$ cat src/rtl/core/ups_pkg.sv
`timescale 1ns / 1ps
`default_nettype none
// ----------------------------------------------------------------------------
// ups_pkg - shared types and constants for the URI path splitter
// Parse phases, result bundle and the character constants of the scheme.
// ----------------------------------------------------------------------------
package ups_pkg;

    localparam int LEN_W = 10;
    localparam logic [LEN_W-1:0] LEN_MAX = {LEN_W{1'b1}};

    localparam logic [7:0] CH_NUL   = 8'h00;
    localparam logic [7:0] CH_SLASH = 8'h2F;
    localparam logic [7:0] CH_QUEST = 8'h3F;
    localparam logic [7:0] CH_UP_A  = 8'h41;
    localparam logic [7:0] CH_UP_Z  = 8'h5A;

    // last index of the scheme text
    localparam logic [LEN_W-1:0] SCHEME_LAST = LEN_W'(6);

    typedef enum logic [2:0] {
        PH_PREFIX = 3'd0,
        PH_HOST   = 3'd1,
        PH_APP    = 3'd2,
        PH_RUNNER = 3'd3,
        PH_FOURTH = 3'd4,
        PH_PAGE   = 3'd5,
        PH_DONE   = 3'd6,
        PH_FAIL   = 3'd7
    } t_phase;

    typedef struct packed {
        logic             valid_res;
        logic [LEN_W-1:0] host_size;
        logic [LEN_W-1:0] app_size;
        logic [LEN_W-1:0] runner_size;
        logic [LEN_W-1:0] group_size;
        logic [LEN_W-1:0] page_size;
    } t_result;

    // expected lower-case scheme character at a prefix position
    function automatic logic [7:0] scheme_char(input logic [2:0] idx);
        logic [7:0] c;
        unique case (idx)
            3'd0:    c = 8'h68;
            3'd1:    c = 8'h76;
            3'd2:    c = 8'h6D;
            3'd3:    c = 8'h6C;
            3'd4:    c = 8'h3A;
            3'd5:    c = 8'h2F;
            3'd6:    c = 8'h2F;
            default: c = 8'h00;
        endcase
        return c;
    endfunction

    function automatic logic [7:0] to_lower(input logic [7:0] c);
        logic [7:0] r;
        r = c;
        if (c >= CH_UP_A && c <= CH_UP_Z) begin
            r = c | 8'h20;
        end
        return r;
    endfunction

endpackage
`default_nettype wire

$ cat src/rtl/core/uri_path_splitter_core.sv
`timescale 1ns / 1ps
`default_nettype none
// ----------------------------------------------------------------------------
// uri_path_splitter_core - URI path splitter, one byte per cycle unless stalled
// Checks the scheme, splits host, app, runner, group and page, and
// returns one verdict with the component lengths per terminated URI.
// ----------------------------------------------------------------------------
//  channel | handshake                  | payload
//  --------+----------------------------+---------------------------------
//  in      | i_in_valid / o_in_stall    | i_ch
//  out     | o_out_valid / i_out_stall  | o_valid_res, o_*_size (5 lengths)
//
//  One byte is taken per cycle while the input is not stalled; a verdict
//  follows its zero byte through the input register, then the result register.
//  The parse state updates in a single pass per byte, so bytes stream back
//  to back. A stall on the output holds the verdict and backs up the input
//  only when a zero byte meets a full result register that is stalled.
//  Reset is synchronous and clears the parse state and both valid flags.
// ----------------------------------------------------------------------------
module uri_path_splitter_core #(
    parameter int MAX_URI = 1024
) (
    input  wire logic                        i_clk,
    input  wire logic                        i_rst_n,
    input  wire logic                        i_in_valid,
    output logic                             o_in_stall,
    input  wire logic [7:0]                  i_ch,
    output logic                             o_out_valid,
    input  wire logic                        i_out_stall,
    output logic                             o_valid_res,
    output logic [ups_pkg::LEN_W-1:0]        o_host_size,
    output logic [ups_pkg::LEN_W-1:0]        o_app_size,
    output logic [ups_pkg::LEN_W-1:0]        o_runner_size,
    output logic [ups_pkg::LEN_W-1:0]        o_group_size,
    output logic [ups_pkg::LEN_W-1:0]        o_page_size
);

    logic             r_in_valid;
    logic [7:0]       r_ch;
    logic             r_out_valid;
    ups_pkg::t_result r_res;
    ups_pkg::t_result parse_res;
    logic             is_term;
    logic             out_free;
    logic             step;

    assign is_term  = (r_ch == ups_pkg::CH_NUL);
    assign out_free = !r_out_valid || !i_out_stall;
    // advance the held request unless it is a terminator with nowhere to go
    assign step       = r_in_valid && (!is_term || out_free);
    assign o_in_stall = r_in_valid && !step;

    always_ff @(posedge i_clk) begin
        if (!i_rst_n) begin
            r_in_valid <= 1'b0;
        end else if (!o_in_stall) begin
            r_in_valid <= i_in_valid;
        end
    end

    always_ff @(posedge i_clk) begin
        if (!o_in_stall && i_in_valid) begin
            r_ch <= i_ch;
        end
    end

    ups_parser #(
        .MAX_URI (MAX_URI)
    ) u_parser (
        .i_clk   (i_clk),
        .i_rst_n (i_rst_n),
        .i_step  (step),
        .i_ch    (r_ch),
        .o_res   (parse_res)
    );

    always_ff @(posedge i_clk) begin
        if (!i_rst_n) begin
            r_out_valid <= 1'b0;
        end else if (step && is_term) begin
            r_out_valid <= 1'b1;
        end else if (!i_out_stall) begin
            r_out_valid <= 1'b0;
        end
    end

    always_ff @(posedge i_clk) begin
        if (step && is_term) begin
            r_res <= parse_res;
        end
    end

    assign o_out_valid   = r_out_valid;
    assign o_valid_res   = r_res.valid_res;
    assign o_host_size   = r_res.host_size;
    assign o_app_size    = r_res.app_size;
    assign o_runner_size = r_res.runner_size;
    assign o_group_size  = r_res.group_size;
    assign o_page_size   = r_res.page_size;

endmodule
`default_nettype wire

$ cat src/rtl/core/ups_parser.sv
`timescale 1ns / 1ps
`default_nettype none
// ----------------------------------------------------------------------------
// ups_parser - per-byte parse state of the URI path splitter
// Advances the component state on each non-zero byte, offers the verdict
// for the current state and clears itself on the terminating byte.
// ----------------------------------------------------------------------------
module ups_parser #(
    parameter int MAX_URI = 1024
) (
    input  wire logic               i_clk,
    input  wire logic               i_rst_n,
    input  wire logic               i_step,
    input  wire logic [7:0]         i_ch,
    output ups_pkg::t_result        o_res
);

    localparam int CntW = $clog2(MAX_URI + 2);
    localparam int LW   = ups_pkg::LEN_W;

    ups_pkg::t_phase r_phase, n_phase;
    logic [CntW-1:0] r_byte_count, n_byte_count;
    logic [LW-1:0]   r_cur_len, n_cur_len;
    logic [LW-1:0]   r_q_len, n_q_len;
    logic            r_q_seen, n_q_seen;
    logic [LW-1:0]   r_host, n_host;
    logic [LW-1:0]   r_app, n_app;
    logic [LW-1:0]   r_runner, n_runner;
    logic [LW-1:0]   r_group, n_group;

    logic [7:0] lc;
    logic       is_slash;
    logic       is_quest;

    assign lc       = ups_pkg::to_lower(i_ch);
    assign is_slash = (i_ch == ups_pkg::CH_SLASH);
    assign is_quest = (i_ch == ups_pkg::CH_QUEST);

    // next state
    always_comb begin
        n_phase      = r_phase;
        n_byte_count = r_byte_count;
        n_cur_len    = r_cur_len;
        n_q_len      = r_q_len;
        n_q_seen     = r_q_seen;
        n_host       = r_host;
        n_app        = r_app;
        n_runner     = r_runner;
        n_group      = r_group;

        if (i_ch == ups_pkg::CH_NUL) begin
            // terminator: verdict is taken, start over
            n_phase      = ups_pkg::PH_PREFIX;
            n_byte_count = '0;
            n_cur_len    = '0;
            n_q_len      = '0;
            n_q_seen     = 1'b0;
            n_host       = '0;
            n_app        = '0;
            n_runner     = '0;
            n_group      = '0;
        end else begin
            if (r_byte_count <= CntW'(MAX_URI)) begin
                n_byte_count = r_byte_count + 1'b1;
            end
            unique case (r_phase)
                ups_pkg::PH_PREFIX: begin
                    if (r_cur_len > ups_pkg::SCHEME_LAST ||
                        lc != ups_pkg::scheme_char(r_cur_len[2:0])) begin
                        n_phase = ups_pkg::PH_FAIL;
                    end else if (r_cur_len == ups_pkg::SCHEME_LAST) begin
                        n_cur_len = '0;
                        n_phase   = ups_pkg::PH_HOST;
                    end else begin
                        n_cur_len = r_cur_len + 1'b1;
                    end
                end
                ups_pkg::PH_HOST, ups_pkg::PH_APP, ups_pkg::PH_RUNNER: begin
                    if (is_slash) begin
                        if (r_cur_len == '0) begin
                            n_phase = ups_pkg::PH_FAIL;
                        end else begin
                            n_cur_len = '0;
                            if (r_phase == ups_pkg::PH_HOST) begin
                                n_host  = r_cur_len;
                                n_phase = ups_pkg::PH_APP;
                            end else if (r_phase == ups_pkg::PH_APP) begin
                                n_app   = r_cur_len;
                                n_phase = ups_pkg::PH_RUNNER;
                            end else begin
                                n_runner = r_cur_len;
                                n_phase  = ups_pkg::PH_FOURTH;
                            end
                        end
                    end else if (r_cur_len == ups_pkg::LEN_MAX) begin
                        n_phase = ups_pkg::PH_FAIL;
                    end else begin
                        n_cur_len = r_cur_len + 1'b1;
                    end
                end
                ups_pkg::PH_FOURTH: begin
                    if (is_slash) begin
                        n_q_len = '0;
                        if (r_cur_len == '0) begin
                            n_phase = ups_pkg::PH_DONE;
                        end else begin
                            n_group   = r_cur_len;
                            n_cur_len = '0;
                            n_q_seen  = 1'b0;
                            n_phase   = ups_pkg::PH_PAGE;
                        end
                    end else begin
                        // first '?' marks where a page would be cut
                        if (is_quest && !r_q_seen) begin
                            n_q_seen = 1'b1;
                            n_q_len  = r_cur_len;
                        end
                        if (r_cur_len == ups_pkg::LEN_MAX) begin
                            n_phase = ups_pkg::PH_FAIL;
                        end else begin
                            n_cur_len = r_cur_len + 1'b1;
                        end
                    end
                end
                ups_pkg::PH_PAGE: begin
                    if (is_slash) begin
                        n_phase = ups_pkg::PH_FAIL;
                    end else if (is_quest) begin
                        if (r_cur_len == '0) begin
                            n_phase = ups_pkg::PH_FAIL;
                        end else begin
                            n_q_len = r_cur_len;
                            n_phase = ups_pkg::PH_DONE;
                        end
                    end else if (r_cur_len == ups_pkg::LEN_MAX) begin
                        n_phase = ups_pkg::PH_FAIL;
                    end else begin
                        n_cur_len = r_cur_len + 1'b1;
                    end
                end
                default: begin
                    // done or failed: drop the byte
                end
            endcase
        end
    end

    // verdict for the state as it stands
    always_comb begin
        logic          ok;
        logic [LW-1:0] page;
        ok   = 1'b0;
        page = '0;
        unique case (r_phase)
            ups_pkg::PH_FOURTH: begin
                if (r_cur_len == '0) begin
                    ok = 1'b1;
                end else begin
                    page = r_q_seen ? r_q_len : r_cur_len;
                    ok   = (page != '0);
                end
            end
            ups_pkg::PH_PAGE: begin
                page = r_cur_len;
                ok   = (page != '0);
            end
            ups_pkg::PH_DONE: begin
                page = r_q_len;
                ok   = 1'b1;
            end
            default: begin
                ok = 1'b0;
            end
        endcase
        if (r_byte_count > CntW'(MAX_URI)) begin
            ok = 1'b0;
        end
        o_res.valid_res   = ok;
        o_res.host_size   = ok ? r_host   : '0;
        o_res.app_size    = ok ? r_app    : '0;
        o_res.runner_size = ok ? r_runner : '0;
        o_res.group_size  = ok ? r_group  : '0;
        o_res.page_size   = ok ? page     : '0;
    end

    always_ff @(posedge i_clk) begin
        if (!i_rst_n) begin
            r_phase      <= ups_pkg::PH_PREFIX;
            r_byte_count <= '0;
            r_cur_len    <= '0;
            r_q_len      <= '0;
            r_q_seen     <= 1'b0;
            r_host       <= '0;
            r_app        <= '0;
            r_runner     <= '0;
            r_group      <= '0;
        end else if (i_step) begin
            r_phase      <= n_phase;
            r_byte_count <= n_byte_count;
            r_cur_len    <= n_cur_len;
            r_q_len      <= n_q_len;
            r_q_seen     <= n_q_seen;
            r_host       <= n_host;
            r_app        <= n_app;
            r_runner     <= n_runner;
            r_group      <= n_group;
        end
    end

endmodule
`default_nettype wire

$ cat config.mk
export PLATFORM = sky130hd
export DESIGN_NAME = uri_path_splitter_core
export DESIGN_NICKNAME = d
export VERILOG_FILES = /design/src/rtl/core/ups_pkg.sv /design/src/rtl/core/uri_path_splitter_core.sv /design/src/rtl/core/ups_parser.sv
export SDC_FILE = /design/constraint.sdc
export NUM_CORES = 1
export LEC_CHECK = 0
export BUFFER_PORTS_ARGS = -buffer_cell sky130_fd_sc_hd__buf_2
export CAP_MARGIN = 25
export CORE_MARGIN = 2
export CORE_UTILIZATION = 40
export DETAILED_ROUTE_END_ITERATION = 10
export PLACE_DENSITY = 0.57
export SLEW_MARGIN = 20
export SYNTH_ARGS = -nofsm -noshare
export SYNTH_HDL_FRONTEND = slang
export SYNTH_HIERARCHICAL = 1
export SYNTH_SLANG_ARGS = --single-unit
$ cat constraint.sdc
create_clock -name i_clk -period 13.9 [get_ports i_clk]
set_input_delay 2.085 -clock i_clk [delete_from_list [all_inputs] [get_ports i_clk]]
set_output_delay 2.085 -clock i_clk [all_outputs]
set_load 0.02 [all_outputs]
==> impl_metrics.csv <==
group,metric,value,unit
critical_path,reg2reg_to,"u_parser/r_group[1]",
die,start_util,40.41,%
critical_path,regToRegSetupSlack,10.61,ns
die,die_height,130.0,µm
critical_path,cp_max_fo,3,
clock_network,clock_sinks,136,
global_route,grt_pass1_vias,4536,
global_route,grtUsageTotal,17.53,%
routing,wl_per_cell,15.77,µm
sta,layout_setup_ws,9.207,ns
die,pin_count,65,
sta,drv_slew,0,
final_layout,final_cells,893,
clock_network,clk_path_buf_depth,2,
power,total_leakage_power,2.761,nW
synth,synth_area,6350,µm²
sta,hold_ws,0.4858,ns
final_layout,final_nets,682,
routing,firstDrtPassIters,5,
die,rows,46,
synth,ys_warn_count,6,
global_route,grt_pass1_wl,22870,µm
power,power,944.0,µW
run,drv_cap,0,
synth,synth_enable_flop_cells,59,
routing,num_vias,4717,
place,dp_slack,9.212,ns
sta,relSlewSlack,45.96,%
routing,drcViolationCount,0,
synth,synthFlopType,"dfxtp_1",
synth,synth.most_common_cell,"dfxtp_1",
critical_path,r2r-start,"u_parser/r_cur_len[0]",
sta,rsz0062_at_grt,"false",
final_layout,drive_gt1_share,17.58,%
final_layout,fillCellCount,1475,
die,die_area,16900,µm²
clock_network,cts_tree,"yes",
power,irDropWorstVdd,0.08184,mV
global_route,gr-total-overflow,0,
critical_path,crit_required,11.81,ns
routing,final_antenna_net_count,0,
place,place_area,6771,µm²
sta,setup_violations,0,
synth,ys_types,68,
worst_hold_path,hold_class,"reg2reg",
clock_network,insertion_delay,0.42,ns
critical_path,crit_start,"i_out_stall",
synth,synth_area_leaders,"edfxtp_1 (28%), dfxtp_1 (24%), and2_1 (5.1%), mux2i_1 (5.0%), nor2_1 (4.4%)",
routing,drtIter0Drc,446,
clock_network,root_buffer,"clkbuf_16",
final_layout,stdcell_area,7401,µm²
critical_path,reg2regPathDepth,9,
outcome,outcome,"completed",
routing,via_per_inst,5.282,
critical_path,path_class,"in2out",
die,core-area,15710,µm²
sta,hold_viol,0,
sta,clock.fmax,213.1,MHz
synth,synthArstFlopShare,0,%
global_route,grt_max_degree,52,
critical_path,worstSetupEndpointType,"output pin",
synth,synthesis.nets,633,
place,port_buffers,64,
critical_path,start_kind,"primary input",
routing,routed_wl,14080,µm
critical_path,cp_data_arrival_time,2.61,ns
global_route,antenna_found_initial,0,
clock_network,numCtsBuffers,17,
place,place_inst,861,
synth,syn_inst,615,
synth,ys_seq_area_share,52.18,%
sta,min_period,4.693,ns
final_layout,area_growth,16.55,%
place,place_congestion,0.9431,
clock_network,h-tree-depth,4,
die,die_w,130.0,µm
critical_path,crit_end,"o_in_stall",
synth,syn_area_per_cell,10.32,µm²
final_layout,final_core_utilization,47.10,%
sta,period_share,33.76,%
clock_network,hold_buffers,0,
final_layout,diodes,0,
synth,yosys.area.top_type_share,27.90,%
clock_network,cts-resized-gates,0,
clock_network,cts.clk_slew.worst_paths,0.06,ns
sta,fin_skew,0.007781,ns
synth,netlist_top_cells_count,"dfxtp_1 (77), nor2_1 (74), edfxtp_1 (59)",
synth,ys_ff_latch,136,
synth,synth_top_area_cell,"edfxtp_1",
power,pwr_density_cell,127.6,nW/µm²
sta,worst_slew_pin_slew,0.8105,ns
clock_network,post_cts_buffers,0,
sta,tns,0,ns
place,hpwl,9465,µm
==> cell type report <==
cell class | count | area, µm² | area share (%)
Clock buffer | 18 | 429.2 | 5.799
Clock inverter | 14 | 196.4 | 2.654
Inverter | 14 | 52.55 | 0.7101
Multi-Input combinational cell | 426 | 2781 | 37.58
Sequential cell | 136 | 3313 | 44.77
Tap cell | 216 | 270.3 | 3.652
Timing Repair Buffer | 69 | 357.8 | 4.835
==> cells in the final DEF (no fill, tap or decap), types with 14 or more instances in the layout <==
| cell | count |
|---|---|
| and2_1 | 52 |
| nor2_1 | 74 |
| mux2i_1 | 32 |
| a21oi_1 | 33 |
| clkbuf_16 | 17 |
| nand3_1 | 14 |
| edfxtp_1 | 59 |
| nand2_1 | 25 |
| buf_2 | 64 |
| dfxtp_1 | 77 |
| a22oi_1 | 20 |
==> layer usage <==
metal	routed length, µm	part of all wire, %	global-route usage (%)	up-vias
met5	0	0	0	-
met4	298	2.1	7.843	0
met3	624	4.4	4.469	28
met2	6747	48	27.90	143
met1	6413	46	22.57	2223
li1	-	-	-	2323
==> critical path: stages <==
cell and delay [ns]:
buf_2 0.10, nand3_1 0.09, nor3_1 0.14, buf_2 0.19
==> worst min-delay path by stage <==
stage / startpoint / end / slack [ns] / cells after the start
after floorplan: u_parser/r_group[0] / u_parser/r_group[0] / 0.46 / 2
after global placement: u_parser/r_app[2] / u_parser/r_app[2] / 0.47 / 2
after detailed placement: u_parser/r_app[4] / u_parser/r_app[4] / 0.48 / 2
after CTS: u_parser/r_app[4] / u_parser/r_app[4] / 0.49 / 2
after global routing: u_parser/r_runner[9] / u_parser/r_runner[9] / 0.52 / 2
final: u_parser/r_app[0] / u_parser/r_app[0] / 0.49 / 2
==> where the power goes <==
group / total, mW / switching [mW] / leakage, nW / internal [mW]
Clock: 0.474 / 0.172 / 0.295 / 0.302
Combinational: 0.0437 / 0.0283 / 1.35 / 0.0154
Sequential: 0.427 / 0.00845 / 1.12 / 0.418
==> registers in the layout, indices dropped and copies added, names as in the netlist, 10 cells and up <==
name	count
o_runner_size	10
o_app_size	10
u_parser/r_app	10
o_group_size	10
u_parser/r_runner	10
u_parser/r_byte_count	11
o_host_size	10
o_page_size	10
u_parser/r_group	10
u_parser/r_cur_len	10
u_parser/r_q_len	10
u_parser/r_host	10
==> logic make-up (layout without fill, tap and decap cells) <==
logic type                 Yosys count  after routing  share of synthesized area [%]
AOI/OAI and AO/OA                  117            117                          13.38
muxes                               32             32                          5.044
xor gates and xnor gates            11             11                          1.635
buffers and inverters               53            115                          4.296
and+or+nand+nor                    260            260                          22.29
DFF                                136            136                          52.18
adders and majority gates            6              6                          1.182
Note: power is estimated with default switching activity, not from simulation.
